File: src/hdl/nlc_pkg.sv
`timescale 1ns / 1ps
package nlc_pkg;

  // Field widths fixed by the port contract
  localparam int MAX_TOKEN_LEN = 64;
  localparam int LINE_BITS     = 16;
  localparam int CNT_W         = $clog2(MAX_TOKEN_LEN + 1);
  localparam int LIMIT_MIN     = 2;

  localparam logic [CNT_W-1:0] LIMIT_RESET = CNT_W'(MAX_TOKEN_LEN);

  // Character codes
  localparam logic [7:0] CH_TAB   = 8'h09;
  localparam logic [7:0] CH_NL    = 8'h0A;
  localparam logic [7:0] CH_SPACE = 8'h20;
  localparam logic [7:0] CH_STAR  = 8'h2A;
  localparam logic [7:0] CH_PLUS  = 8'h2B;
  localparam logic [7:0] CH_MINUS = 8'h2D;
  localparam logic [7:0] CH_POINT = 8'h2E;
  localparam logic [7:0] CH_ZERO  = 8'h30;
  localparam logic [7:0] CH_NINE  = 8'h39;
  localparam logic [7:0] CH_V     = 8'h56;
  localparam logic [7:0] CH_R     = 8'h52;
  localparam logic [7:0] CH_I     = 8'h49;
  localparam logic [7:0] CH_C     = 8'h43;
  localparam logic [7:0] CH_L     = 8'h4C;
  localparam logic [7:0] CH_D     = 8'h44;

  // Element letter codes
  localparam logic [2:0] LT_NONE = 3'd0;
  localparam logic [2:0] LT_V    = 3'd1;
  localparam logic [2:0] LT_R    = 3'd2;
  localparam logic [2:0] LT_I    = 3'd3;
  localparam logic [2:0] LT_C    = 3'd4;
  localparam logic [2:0] LT_L    = 3'd5;
  localparam logic [2:0] LT_D    = 3'd6;

  typedef enum logic [2:0] {
    CK_TOKEN,
    CK_SPACE,
    CK_STAR,
    CK_NEWLINE,
    CK_END
  } char_kind_t;

  // Classified character as it travels through the queue
  typedef struct packed {
    char_kind_t kind;
    logic       digit;
    logic       zero;
    logic       sign;
    logic       point;
    logic [2:0] letter;
  } char_class_t;

endpackage

File: src/hdl/nlc_char_if.sv
`timescale 1ns / 1ps
interface nlc_char_if;
  logic       valid;
  logic       ready;
  logic [7:0] char_code;
  logic       end_mark;

  modport source(output valid, output char_code, output end_mark, input ready);
  modport sink(input valid, input char_code, input end_mark, output ready);
endinterface

File: src/hdl/nlc_result_if.sv
`timescale 1ns / 1ps
interface nlc_result_if;
  logic        valid;
  logic        ready;
  logic        is_element_id;
  logic [2:0]  element_letter;
  logic        is_unsigned;
  logic        is_decimal;
  logic        too_long;
  logic [6:0]  token_length;
  logic [15:0] start_line;
  logic        end_of_input;

  modport source(
    output valid, output is_element_id, output element_letter, output is_unsigned,
    output is_decimal, output too_long, output token_length, output start_line,
    output end_of_input, input ready
  );
  modport sink(
    input valid, input is_element_id, input element_letter, input is_unsigned,
    input is_decimal, input too_long, input token_length, input start_line,
    input end_of_input, output ready
  );
endinterface

File: src/hdl/netlist_token_classifier.sv
`timescale 1ns / 1ps
// Netlist token classifier. Takes one character per transaction on
// char_stream (or an end mark) and returns one transaction on token_stream
// for every finished token and for each end mark, carrying the element-id,
// unsigned and decimal match flags, the too-long flag, the token length and
// its start line. Sustained rate is one character per clock cycle when not
// stalled: the front end classifies a character in the cycle it is accepted
// and pushes it into a queue of QUEUE_DEPTH entries; the back end pops one
// entry per cycle and advances the scanner state. A result is registered
// once the finishing character has passed the queue. A stalled token_stream
// holds the back end, and char_stream keeps being accepted until the queue fills.
// token_limit is written through cfg_wr_en / cfg_wr_data (7 bits, reset 64,
// clamped to 2..64) and must only change while the block is idle.
module netlist_token_classifier #(
  parameter int QUEUE_DEPTH = 4
) (
  input  logic                      clk,
  input  logic                      rst,
  input  logic                      cfg_wr_en,
  input  logic [nlc_pkg::CNT_W-1:0] cfg_wr_data,
  nlc_char_if.sink                  char_stream,
  nlc_result_if.source              token_stream
);
  import nlc_pkg::*;

  logic [CNT_W-1:0] token_limit;

  char_class_t push_data;
  char_class_t head_data;
  logic        push;
  logic        full;
  logic        pop;
  logic        head_valid;

  // Hold the limit register; no read-back
  always_ff @(posedge clk) begin
    if (rst) begin
      token_limit <= LIMIT_RESET;
    end else if (cfg_wr_en) begin
      token_limit <= cfg_wr_data;
    end
  end

  // Front end: accept and classify each character
  nlc_front u_front (
    .char_stream (char_stream),
    .full        (full),
    .push        (push),
    .push_data   (push_data)
  );

  // Decouple the two sides so each can stall on its own
  nlc_queue #(
    .DEPTH (QUEUE_DEPTH)
  ) u_queue (
    .clk        (clk),
    .rst        (rst),
    .push       (push),
    .push_data  (push_data),
    .full       (full),
    .pop        (pop),
    .head_data  (head_data),
    .head_valid (head_valid)
  );

  // Back end: run the scanner and drive the output register
  nlc_back u_back (
    .clk          (clk),
    .rst          (rst),
    .head_valid   (head_valid),
    .head         (head_data),
    .pop          (pop),
    .token_limit  (token_limit),
    .token_stream (token_stream)
  );
endmodule

File: src/hdl/nlc_front.sv
`timescale 1ns / 1ps
module nlc_front (
  nlc_char_if.sink            char_stream,
  input  logic                full,
  output logic                push,
  output nlc_pkg::char_class_t push_data
);
  import nlc_pkg::*;

  logic [7:0] c;

  assign c = char_stream.char_code;
  assign char_stream.ready = !full;
  assign push = char_stream.valid && !full;

  always_comb begin
    push_data.digit = (c >= CH_ZERO) && (c <= CH_NINE);
    push_data.zero  = (c == CH_ZERO);
    push_data.sign  = (c == CH_PLUS) || (c == CH_MINUS);
    push_data.point = (c == CH_POINT);

    unique case (c)
      CH_V:    push_data.letter = LT_V;
      CH_R:    push_data.letter = LT_R;
      CH_I:    push_data.letter = LT_I;
      CH_C:    push_data.letter = LT_C;
      CH_L:    push_data.letter = LT_L;
      CH_D:    push_data.letter = LT_D;
      default: push_data.letter = LT_NONE;
    endcase

    // End mark wins over any character byte
    priority if (char_stream.end_mark) begin
      push_data.kind = CK_END;
    end else if (c == CH_NL) begin
      push_data.kind = CK_NEWLINE;
    end else if (c == CH_SPACE || c == CH_TAB) begin
      push_data.kind = CK_SPACE;
    end else if (c == CH_STAR) begin
      push_data.kind = CK_STAR;
    end else begin
      push_data.kind = CK_TOKEN;
    end
  end
endmodule

File: src/hdl/nlc_queue.sv
`timescale 1ns / 1ps
module nlc_queue #(
  parameter int DEPTH = 4
) (
  input  logic                 clk,
  input  logic                 rst,
  input  logic                 push,
  input  nlc_pkg::char_class_t push_data,
  output logic                 full,
  input  logic                 pop,
  output nlc_pkg::char_class_t head_data,
  output logic                 head_valid
);
  import nlc_pkg::*;

  localparam int PTR_W   = $clog2(DEPTH);
  localparam int COUNT_W = $clog2(DEPTH + 1);

  char_class_t        slots [DEPTH];
  logic [PTR_W-1:0]   wr_ptr;
  logic [PTR_W-1:0]   rd_ptr;
  logic [COUNT_W-1:0] count;

  assign full       = (count == COUNT_W'(DEPTH));
  assign head_valid = (count != '0);
  assign head_data  = slots[rd_ptr];

  always_ff @(posedge clk) begin
    if (push) begin
      slots[wr_ptr] <= push_data;
    end
  end

  always_ff @(posedge clk) begin
    if (rst) begin
      wr_ptr <= '0;
      rd_ptr <= '0;
      count  <= '0;
    end else begin
      if (push) begin
        wr_ptr <= (wr_ptr == PTR_W'(DEPTH - 1)) ? '0 : wr_ptr + 1'b1;
      end
      if (pop) begin
        rd_ptr <= (rd_ptr == PTR_W'(DEPTH - 1)) ? '0 : rd_ptr + 1'b1;
      end
      unique case ({push, pop})
        2'b10:   count <= count + 1'b1;
        2'b01:   count <= count - 1'b1;
        default: count <= count;
      endcase
    end
  end
endmodule

File: src/hdl/nlc_back.sv
`timescale 1ns / 1ps
module nlc_back (
  input  logic                         clk,
  input  logic                         rst,
  input  logic                         head_valid,
  input  nlc_pkg::char_class_t         head,
  output logic                         pop,
  input  logic [nlc_pkg::CNT_W-1:0]    token_limit,
  nlc_result_if.source                 token_stream
);
  import nlc_pkg::*;

  typedef enum logic [1:0] {U_START, U_ZERO, U_NUM, U_FAIL} uint_state_t;
  typedef enum logic [2:0] {D_START, D_SIGN, D_INT, D_FRAC, D_FAIL} dec_state_t;

  typedef struct packed {
    logic                 is_element_id;
    logic [2:0]           element_letter;
    logic                 is_unsigned;
    logic                 is_decimal;
    logic                 too_long;
    logic [CNT_W-1:0]     token_length;
    logic [LINE_BITS-1:0] start_line;
    logic                 end_of_input;
  } result_t;

  function automatic uint_state_t uint_next(uint_state_t s, char_class_t k);
    uint_state_t r;
    r = U_FAIL;
    if (s == U_START) begin
      if (k.zero) r = U_ZERO;
      else if (k.digit) r = U_NUM;
    end else if (s == U_NUM && k.digit) begin
      r = U_NUM;
    end
    return r;
  endfunction

  function automatic dec_state_t dec_next(dec_state_t s, char_class_t k);
    dec_state_t r;
    r = D_FAIL;
    unique case (s)
      D_START: begin
        if (k.sign) r = D_SIGN;
        else if (k.digit) r = D_INT;
        else if (k.point) r = D_FRAC;
      end
      D_SIGN: if (k.digit) r = D_INT;
      D_INT: begin
        if (k.digit) r = D_INT;
        else if (k.point) r = D_FRAC;
      end
      D_FRAC: if (k.digit) r = D_FRAC;
      default: r = D_FAIL;
    endcase
    return r;
  endfunction

  // Scanner state
  dec_state_t           pattern_state, pattern_state_next;
  uint_state_t          uint_state, uint_state_next;
  uint_state_t          elem_state, elem_state_next;
  logic [2:0]           letter_seen, letter_seen_next;
  logic [CNT_W-1:0]     token_count, token_count_next;
  logic                 in_comment, in_comment_next;
  logic [LINE_BITS-1:0] line_number, line_number_next;
  logic [LINE_BITS-1:0] token_line, token_line_next;

  // Output register
  logic    res_valid;
  result_t res;
  result_t emit_res;
  logic    do_emit;

  logic [CNT_W-1:0] lim;
  logic             tl;
  logic             el;
  logic             open_token;

  assign pop = head_valid && (!res_valid || token_stream.ready);
  assign open_token = (token_count != '0);

  // Clamp the limit register into its legal range
  always_comb begin
    if (token_limit < CNT_W'(LIMIT_MIN)) lim = CNT_W'(LIMIT_MIN);
    else if (token_limit > CNT_W'(MAX_TOKEN_LEN)) lim = CNT_W'(MAX_TOKEN_LEN);
    else lim = token_limit;
  end

  assign tl = (token_count >= lim);
  assign el = !tl && (letter_seen != LT_NONE) && (elem_state != U_FAIL);

  always_comb begin
    emit_res.is_element_id  = el;
    emit_res.element_letter = el ? letter_seen : LT_NONE;
    emit_res.is_unsigned    = !tl && (uint_state == U_ZERO || uint_state == U_NUM);
    emit_res.is_decimal     = !tl && (pattern_state == D_INT || pattern_state == D_FRAC);
    emit_res.too_long       = tl;
    emit_res.token_length   = (token_count > lim) ? lim : token_count;
    emit_res.start_line     = (head.kind == CK_END && !open_token) ? line_number : token_line;
    emit_res.end_of_input   = (head.kind == CK_END);
  end

  always_comb begin
    pattern_state_next = pattern_state;
    uint_state_next    = uint_state;
    elem_state_next    = elem_state;
    letter_seen_next   = letter_seen;
    token_count_next   = token_count;
    in_comment_next    = in_comment;
    line_number_next   = line_number;
    token_line_next    = token_line;
    do_emit            = 1'b0;

    unique case (head.kind)
      CK_END: begin
        do_emit            = 1'b1;
        pattern_state_next = D_START;
        uint_state_next    = U_START;
        elem_state_next    = U_FAIL;
        letter_seen_next   = LT_NONE;
        token_count_next   = '0;
        in_comment_next    = 1'b0;
        line_number_next   = LINE_BITS'(1);
        token_line_next    = LINE_BITS'(1);
      end
      CK_NEWLINE: begin
        do_emit          = open_token;
        token_count_next = '0;
        in_comment_next  = 1'b0;
        if (line_number != '1) line_number_next = line_number + 1'b1;
      end
      CK_SPACE, CK_STAR: begin
        if (!in_comment) begin
          do_emit          = open_token;
          token_count_next = '0;
          if (head.kind == CK_STAR) in_comment_next = 1'b1;
        end
      end
      CK_TOKEN: begin
        if (!in_comment) begin
          if (!open_token) begin
            token_line_next    = line_number;
            letter_seen_next   = head.letter;
            elem_state_next    = (head.letter != LT_NONE) ? U_START : U_FAIL;
            pattern_state_next = dec_next(D_START, head);
            uint_state_next    = uint_next(U_START, head);
          end else begin
            if (letter_seen != LT_NONE) elem_state_next = uint_next(elem_state, head);
            pattern_state_next = dec_next(pattern_state, head);
            uint_state_next    = uint_next(uint_state, head);
          end
          if (token_count < CNT_W'(MAX_TOKEN_LEN)) token_count_next = token_count + 1'b1;
        end
      end
      default: ;
    endcase
  end

  always_ff @(posedge clk) begin
    if (rst) begin
      pattern_state <= D_START;
      uint_state    <= U_START;
      elem_state    <= U_FAIL;
      letter_seen   <= LT_NONE;
      token_count   <= '0;
      in_comment    <= 1'b0;
      line_number   <= LINE_BITS'(1);
      token_line    <= LINE_BITS'(1);
      res_valid     <= 1'b0;
    end else begin
      if (pop) begin
        pattern_state <= pattern_state_next;
        uint_state    <= uint_state_next;
        elem_state    <= elem_state_next;
        letter_seen   <= letter_seen_next;
        token_count   <= token_count_next;
        in_comment    <= in_comment_next;
        line_number   <= line_number_next;
        token_line    <= token_line_next;
      end
      if (pop && do_emit) begin
        res_valid <= 1'b1;
        res       <= emit_res;
      end else if (token_stream.ready) begin
        res_valid <= 1'b0;
      end
    end
  end

  assign token_stream.valid          = res_valid;
  assign token_stream.is_element_id  = res.is_element_id;
  assign token_stream.element_letter = res.element_letter;
  assign token_stream.is_unsigned    = res.is_unsigned;
  assign token_stream.is_decimal     = res.is_decimal;
  assign token_stream.too_long       = res.too_long;
  assign token_stream.token_length   = res.token_length;
  assign token_stream.start_line     = res.start_line;
  assign token_stream.end_of_input   = res.end_of_input;
endmodule

File: src/flat_wrapper.sv
// flat-port wrapper written by rule: the top's interface ports become plain ports
module netlist_token_classifier_flat import nlc_pkg::*;
#(
  parameter int QUEUE_DEPTH = 4
)
  (clk, rst, cfg_wr_en, cfg_wr_data, char_stream_valid, char_stream_char_code, char_stream_end_mark, char_stream_ready, token_stream_valid, token_stream_is_element_id, token_stream_element_letter, token_stream_is_unsigned, token_stream_is_decimal, token_stream_too_long, token_stream_token_length, token_stream_start_line, token_stream_end_of_input, token_stream_ready);
  nlc_char_if char_stream_i ();
  nlc_result_if token_stream_i ();
  input  logic clk;
  input  logic rst;
  input  logic cfg_wr_en;
  input  logic [nlc_pkg::CNT_W-1:0] cfg_wr_data;
  input wire logic [$bits(char_stream_i.valid)-1:0] char_stream_valid;
  input wire logic [$bits(char_stream_i.char_code)-1:0] char_stream_char_code;
  input wire logic [$bits(char_stream_i.end_mark)-1:0] char_stream_end_mark;
  output wire logic [$bits(char_stream_i.ready)-1:0] char_stream_ready;
  output wire logic [$bits(token_stream_i.valid)-1:0] token_stream_valid;
  output wire logic [$bits(token_stream_i.is_element_id)-1:0] token_stream_is_element_id;
  output wire logic [$bits(token_stream_i.element_letter)-1:0] token_stream_element_letter;
  output wire logic [$bits(token_stream_i.is_unsigned)-1:0] token_stream_is_unsigned;
  output wire logic [$bits(token_stream_i.is_decimal)-1:0] token_stream_is_decimal;
  output wire logic [$bits(token_stream_i.too_long)-1:0] token_stream_too_long;
  output wire logic [$bits(token_stream_i.token_length)-1:0] token_stream_token_length;
  output wire logic [$bits(token_stream_i.start_line)-1:0] token_stream_start_line;
  output wire logic [$bits(token_stream_i.end_of_input)-1:0] token_stream_end_of_input;
  input wire logic [$bits(token_stream_i.ready)-1:0] token_stream_ready;
  assign char_stream_i.valid = char_stream_valid;
  assign char_stream_i.char_code = char_stream_char_code;
  assign char_stream_i.end_mark = char_stream_end_mark;
  assign char_stream_ready = char_stream_i.ready;
  assign token_stream_valid = token_stream_i.valid;
  assign token_stream_is_element_id = token_stream_i.is_element_id;
  assign token_stream_element_letter = token_stream_i.element_letter;
  assign token_stream_is_unsigned = token_stream_i.is_unsigned;
  assign token_stream_is_decimal = token_stream_i.is_decimal;
  assign token_stream_too_long = token_stream_i.too_long;
  assign token_stream_token_length = token_stream_i.token_length;
  assign token_stream_start_line = token_stream_i.start_line;
  assign token_stream_end_of_input = token_stream_i.end_of_input;
  assign token_stream_i.ready = token_stream_ready;
  netlist_token_classifier #(.QUEUE_DEPTH(QUEUE_DEPTH)) u_core (.clk(clk), .rst(rst), .cfg_wr_en(cfg_wr_en), .cfg_wr_data(cfg_wr_data), .char_stream(char_stream_i), .token_stream(token_stream_i));
endmodule
File: config.mk
export PLATFORM = sky130hd
export DESIGN_NAME = netlist_token_classifier_flat
export DESIGN_NICKNAME = d
export VERILOG_FILES = /design/src/hdl/nlc_pkg.sv /design/src/hdl/nlc_char_if.sv /design/src/hdl/nlc_result_if.sv /design/src/hdl/netlist_token_classifier.sv /design/src/hdl/nlc_front.sv /design/src/hdl/nlc_queue.sv /design/src/hdl/nlc_back.sv /design/src/flat_wrapper.sv
export SDC_FILE = /design/constraint.sdc
export NUM_CORES = 1
export LEC_CHECK = 0
export ABC_AREA = 1
export CORE_UTILIZATION = 50
export CTS_CLUSTER_SIZE = 25
export DETAILED_ROUTE_END_ITERATION = 10
export DONT_BUFFER_PORTS = 1
export PLACE_DENSITY = 0.64
export SYNTH_ARGS = -nofsm -noshare
export SYNTH_HDL_FRONTEND = slang
export SYNTH_SLANG_ARGS = --single-unit
File: constraint.sdc
create_clock -name clk -period 3.71 [get_ports clk]
set_clock_uncertainty 0.15 [all_clocks]
set_input_delay 0.371 -clock clk [delete_from_list [all_inputs] [get_ports clk]]
set_output_delay 0.371 -clock clk [all_outputs]
set_load 0.05 [all_outputs]
* After elaboration in Yosys (flattened, before gate mapping) *
Memories as Yosys holds them, arrays and structs flattened. A register that Yosys moved wholly into a read port is not among the register bits.
Cells that the tools add are included.

storage, ports and cells
  bits in read-only memories = 0
  register bits = 96
  memories = 1
  RAM bits = 40
  latch bits = 0

memories
  memory                depth  bits a word  rd ports  clocked after Yosys merged registers in  write ports  line             source
  u_core.u_queue.slots  4      10           1         1                                        1            nlc_queue.sv:19  char_class_t slots [DEPTH];

cells by class
  $lt $le $gt $ge = 7
  shift operators = 0
  add/subtract/negate cells = 6
  divide/modulo/power cells = 0
  reduce and logical (&&, ||, !) cells = 43
  equal/unequal tests = 37
  multiply operators = 0
  bitwise logic cells = 1
  multiplexer cells = 58

operator list
  cell                   count
  $mux 16                4
  $pmux 16 s2            2
  $eq 8x6->1 const B     6
  $eq 8x7->1 const B     6
  $mux 7                 6
  $mux 2                 16
  $mux 3                 10
  $pmux 7 s3             1
  $pmux 3 s2             3
  $pmux 3 s6             1
  $add 16x1->16 const B  1
  $eq 8x4->1 const B     2
  $ne 16x16->1 const B   1
  $eq 3x2->1 const B     4
  $ne 2x2->1 const B     6
  $pmux 3 s4             1
  $reduce_bool 3->1      4
  $logic_and 1x1->1      11
  $eq 2x2->1 const B     5
  $mux 1                 10
  $reduce_bool 2->1      5
  $ge 8x6->1 const B     1
  $le 8x6->1 const B     1
  $pmux 2 s2             2
  other kinds (26)       43

* Depth between registers and ports, before layout *
  depth in word-level cells = 8
  depth in mapped cells = 13
  mapped depth without buffers = 12

* Cells and area by module *
Synthesis repeated with hierarchy kept, for this count alone.

second synthesis, totals
  cells, all modules = 816
  area, all modules = 6716.4 µm²

modules (own cells, without submodules)
  module                    cells each  seq. area each (µm²)  times used  area an instance (µm²)
  nlc_back                  555         1951.9                1           4185.3
  nlc_queue                 158         1381.3                1           1976.9
  netlist_token_classifier  43          140.1                 1           284.0
  nlc_front                 60          0.0                   1           270.3

* Worst setup path before layout *
No wires, ideal clock.

  path kind = register to register
  start = register u_core.u_back.res_valid (netlist: u_core.u_back.token_stream.valid)
  end = register u_core.u_back.res, in the netlist u_core.u_back.token_stream.element_letter[0], enable pin
  path buffers = 0
  cell stages (with the launch flop) = 6
  setup slack = 0.556 ns
  data arrival time = 2.585 ns
  period minus slack after synthesis = 3.154 ns
  setup time = 0.419 ns
  path through = dfxtp_1 > inv_1 > nor2_1 > a31oi_2 > nand3_1 > nor2_1

on the way
  word-level cells in the longest chain between the ends = 5

ends and longest elaborated chain
  element                     line             source
  start: declaration          nlc_back.sv:70   logic res_valid;
  start signal: assignment    nlc_back.sv:170  res_valid <= 1'b0;
  start signal: assignment    nlc_back.sv:183  res_valid <= 1'b1;
  start signal: assignment    nlc_back.sv:186  res_valid <= 1'b0;
  $logic_not 1->1             nlc_back.sv:80   assign pop = head_valid && (!res_valid || token_stream.ready);
  $logic_or 1x1->1            nlc_back.sv:80
  $logic_and 1x1->1           nlc_back.sv:80
  $logic_and 1x1->1           nlc_back.sv:182  if (pop && do_emit) begin
  $reduce_and 2->1 (no line)  -
  end signal: assignment      nlc_back.sv:184  res <= emit_res;
  end: declaration            nlc_back.sv:71   result_t res;

No other way between the ends.
A chain may end at the register's enable or synchronous reset.

==> reports/metrics.cfg <==
[outcome]
status=finished clean

[yosys]
synth_fp_nets=913
synthAdderAreaFrac_pct=3.52
synthMuxAreaShare_pct=0
yosys_most_used_dff=edfxtp_1
ys_seq_area_share_pct=49.9
synthSimpleGateAreaFrac_pct=29.3
ys_ff_latch=138
synth_area_sq_um=6960
synth_top_family_by_area=simple AND/OR/NAND/NOR gates
ys_warn_count=0
synth.distinct_cells=40
synthXorXnorAreaFrac_pct=1.51
synth-compound-area-share_pct=8.90
async_flop_share_pct=0
syn_inst=873
postSynthAreaPerCell_sq_um=7.97
synth_edf_count=71

[cts]
ctsResizeCount=0
cts_buffers=17
clockBufferDepth=2
cts_tree=yes
clock-sinks=138
clockRootBuffer=clkbuf_16
cts_htree_levels=4
clk_latency_ns=0.42
clk_pin_slew_ns=0.06

[timing]
rsz0062_at_grt=false
post-route-period-util_pct=83.2
report.final.setup_viol=0
whs_ns=0.0566
relSlewSlack_pct=24.6
hold_viol=0
max_clock_freq_mhz=324
final_max_slew_viol_count=0
worst_pin_slew_ns=1.13
finalCriticalPeriod_ns=3.09
fin_tns_setup_ns=0

[critical_path]
ff2ff_setup_slack_ns=0.62
crit_arrival_ns=3.01
critPathMostFrequentCell=nand2_2
required_ns=3.64
end_kind=register
worstPathCellList=inv_2, nand2_1, nand3_1, nand2_2, nand2_2, clkinv_4, nand2_2, nand3_1, nor2_2, buf_4
cp_num_buf_inv=3
crit_cells=10
cp-start-kind=register
critPathSlowestCell=dfxtp_1
worstPathMaxFanout=31
worst-r2r-cell-count=10
endpoint=u_core.u_back.token_stream.is_unsigned$_DFFE_PP_
slowest_delay_ns=0.56
crit_type=register to register
crit_family=simple AND/OR/NAND/NOR gates
r2r_end=u_core.u_back.token_stream.is_unsigned$_DFFE_PP_

[floorplan]
core-area_sq_um=13400
start_util_pct=51.9
rows=42
io_pins=54
dieHeight_um=120
die_x_um=120
dieArea_sq_um=14400

[routing]
num_vias=5692
dr.first_iter.drc_count=371
postRouteAntennaNets=0
vias_per_cell=5.34
dr.pass1.iters=5
wire_per_inst_um=14.4
routed_wl_um=15300
drc=0

[final_layout]
diodes=0
area_delta_synth_final_pct=10.7
final_area_sq_um=7700
num-nets-final=916
fin_util_pct=57.5
stdcell_count=1065
drive_gt1_share_pct=6.75

[pwr]
ir_worst_vdd_uv=487
p_leak_nw=3.00
cellPowerDensity_nw_per_um2=749

[global_route]
grt_pass1_vias=5316
grt_overflow_total=0
grtUsageTotal_pct=22.5
grt_max_degree=38
grt_pass1_wl_um=25400
antenna_found_initial=0

[min_path]
worstHoldPathType=input pin to register
hold_depth=3

[place]
io_buffers=0
placed_cells=1023
placed_area_sq_um=7040
place.gp.congestion=0.855
place_hpwl_um=10600

[run]
maxCapViolations=0

==> logic make-up after synthesis <==
group | Yosys count
xor gates and xnor gates | 12
buffers and inverters | 109
adders and majority gates | 19
AOI/OAI and AO/OA | 117
DFF | 138
and+or+nand+nor | 478
==> routing by layer <==
metal	share of wire (%)	vias to the layer above	track usage, %
met5	0	-	0
met4	2.2	0	9.53
met3	5.1	26	5.09
met2	46	165	35.9
met1	47	2625	29.3
li1	-	2876	-
==> report_power, final <==
part / switching [mW] / internal [mW]
logic: 1.34 / 0.558
clock network: 0.709 / 0.879
registers: 0.347 / 1.94
==> cell type report <==
class                           count  area [sq um]
Fill cell                        1236          5700
Sequential cell                   138          3470
Multi-Input combinational cell    626          3010
Clock buffer                       17           425
Inverter                           80           308
Tap cell                          176           220
Timing Repair Buffer               13           133
Clock inverter                     15           131
==> worst min path at each step <==
stage / startpoint / endpoint
finish: cfg_wr_en / u_core.token_limit[3]$_SDFFE_PP0P_
global route: rst / u_core.u_back.line_number[4]$_SDFFE_PP0P_
CTS: cfg_wr_en / u_core.token_limit[3]$_SDFFE_PP0P_
detailed placement: rst / u_core.u_back.line_number[6]$_SDFFE_PP0P_
global placement: u_core.u_queue.count[0]$_SDFFE_PP0P_ / u_core.u_queue.count[0]$_SDFFE_PP0P_
floorplan: u_core.u_queue.count[0]$_SDFFE_PP0P_ / u_core.u_queue.count[0]$_SDFFE_PP0P_
==> layout by cell type (no fill, tap or decap), types with 2 or more instances in the layout <==
cell	netlist	routed
inv_6	0	8
a21oi_1	41	41
xor2_1	10	10
o21ai_0	49	49
nand3b_1	2	2
clkbuf_16	0	17
o21ai_1	17	17
nand2_1	234	234
edfxtp_1	71	71
dfxtp_1	67	67
nand2_2	7	7
clkinvlp_4	0	3
dlygate4sd3_1	0	9
ha_1	18	18
a211oi_1	2	2
nor2_1	124	123
inv_2	4	4
nand4_1	12	12
nand3_2	2	2
nand2_4	4	4
xnor2_1	2	2
inv_1	74	74
nand3_1	81	81
o211ai_1	4	4
buf_4	1	3
inv_4	1	2
nor3_1	6	6
==> worst register-to-register path, cell delays in order, from the launching register on <==
cell	delay [ns]
dfxtp_1	0.56
inv_2	0.38
nand2_1	0.13
nand3_1	0.10
nand2_2	0.08
nand2_2	0.12
clkinv_4	0.09
nand2_2	0.38
nand3_1	0.24
nor2_2	0.15
buf_4	0.36
==> through the flow <==
step / worst slack [ns] / total power, mW
2_1_floorplan: 0.556 / 3.81
3_3_place_gp: 0.767 / 4.10
3_5_place_dp: 0.635 / 4.18
4_1_cts: 0.616 / 5.78
5_1_grt: 0.312 / 6.16
6_report: 0.624 / 5.77
==> cell usage after synthesis (2+ instances only) <==
library cell  instances  area share [%]
nand2_1             234              13
nor2_1              124             6.7
nand3_1              81             5.8
inv_1                74             4.0
edfxtp_1             71              31
dfxtp_1              67              19
o21ai_0              49             3.5
a21oi_1              41             2.9
ha_1                 18             3.2
o21ai_1              17             1.2
nand4_1              12             1.1
buf_2                11            0.79
clkbuf_1             10            0.54
xor2_1               10             1.3
nand2_2               7            0.63
nor3_1                6            0.43
buf_6                 5            0.81
inv_2                 4            0.22
nand2_4               4            0.65
o211ai_1              4            0.43
a211oi_1              2            0.22
nand3_2               2            0.29
nand3b_1              2            0.22
xnor2_1               2            0.25
==> sequential cells by signal (all words and copies together) (netlist names), 7 cells and up, named ones only <==
signal,flops
u_core.u_queue.slots,40
u_core.u_back.line_number,16
u_core.u_back.token_line,16
u_core.u_back.token_stream.start_line,16
u_core.token_limit,7
u_core.u_back.token_count,7
u_core.u_back.token_stream.token_length,7
==> what timing repair did <==
action / CTS / global route
endpoints found under the hold margin: 40 / 0
endpoints found under the setup margin: 0 / 0
hold buffers: 10 / 0
buffers inserted: 0 / 0
Note: power is estimated with default switching activity, not from simulation.
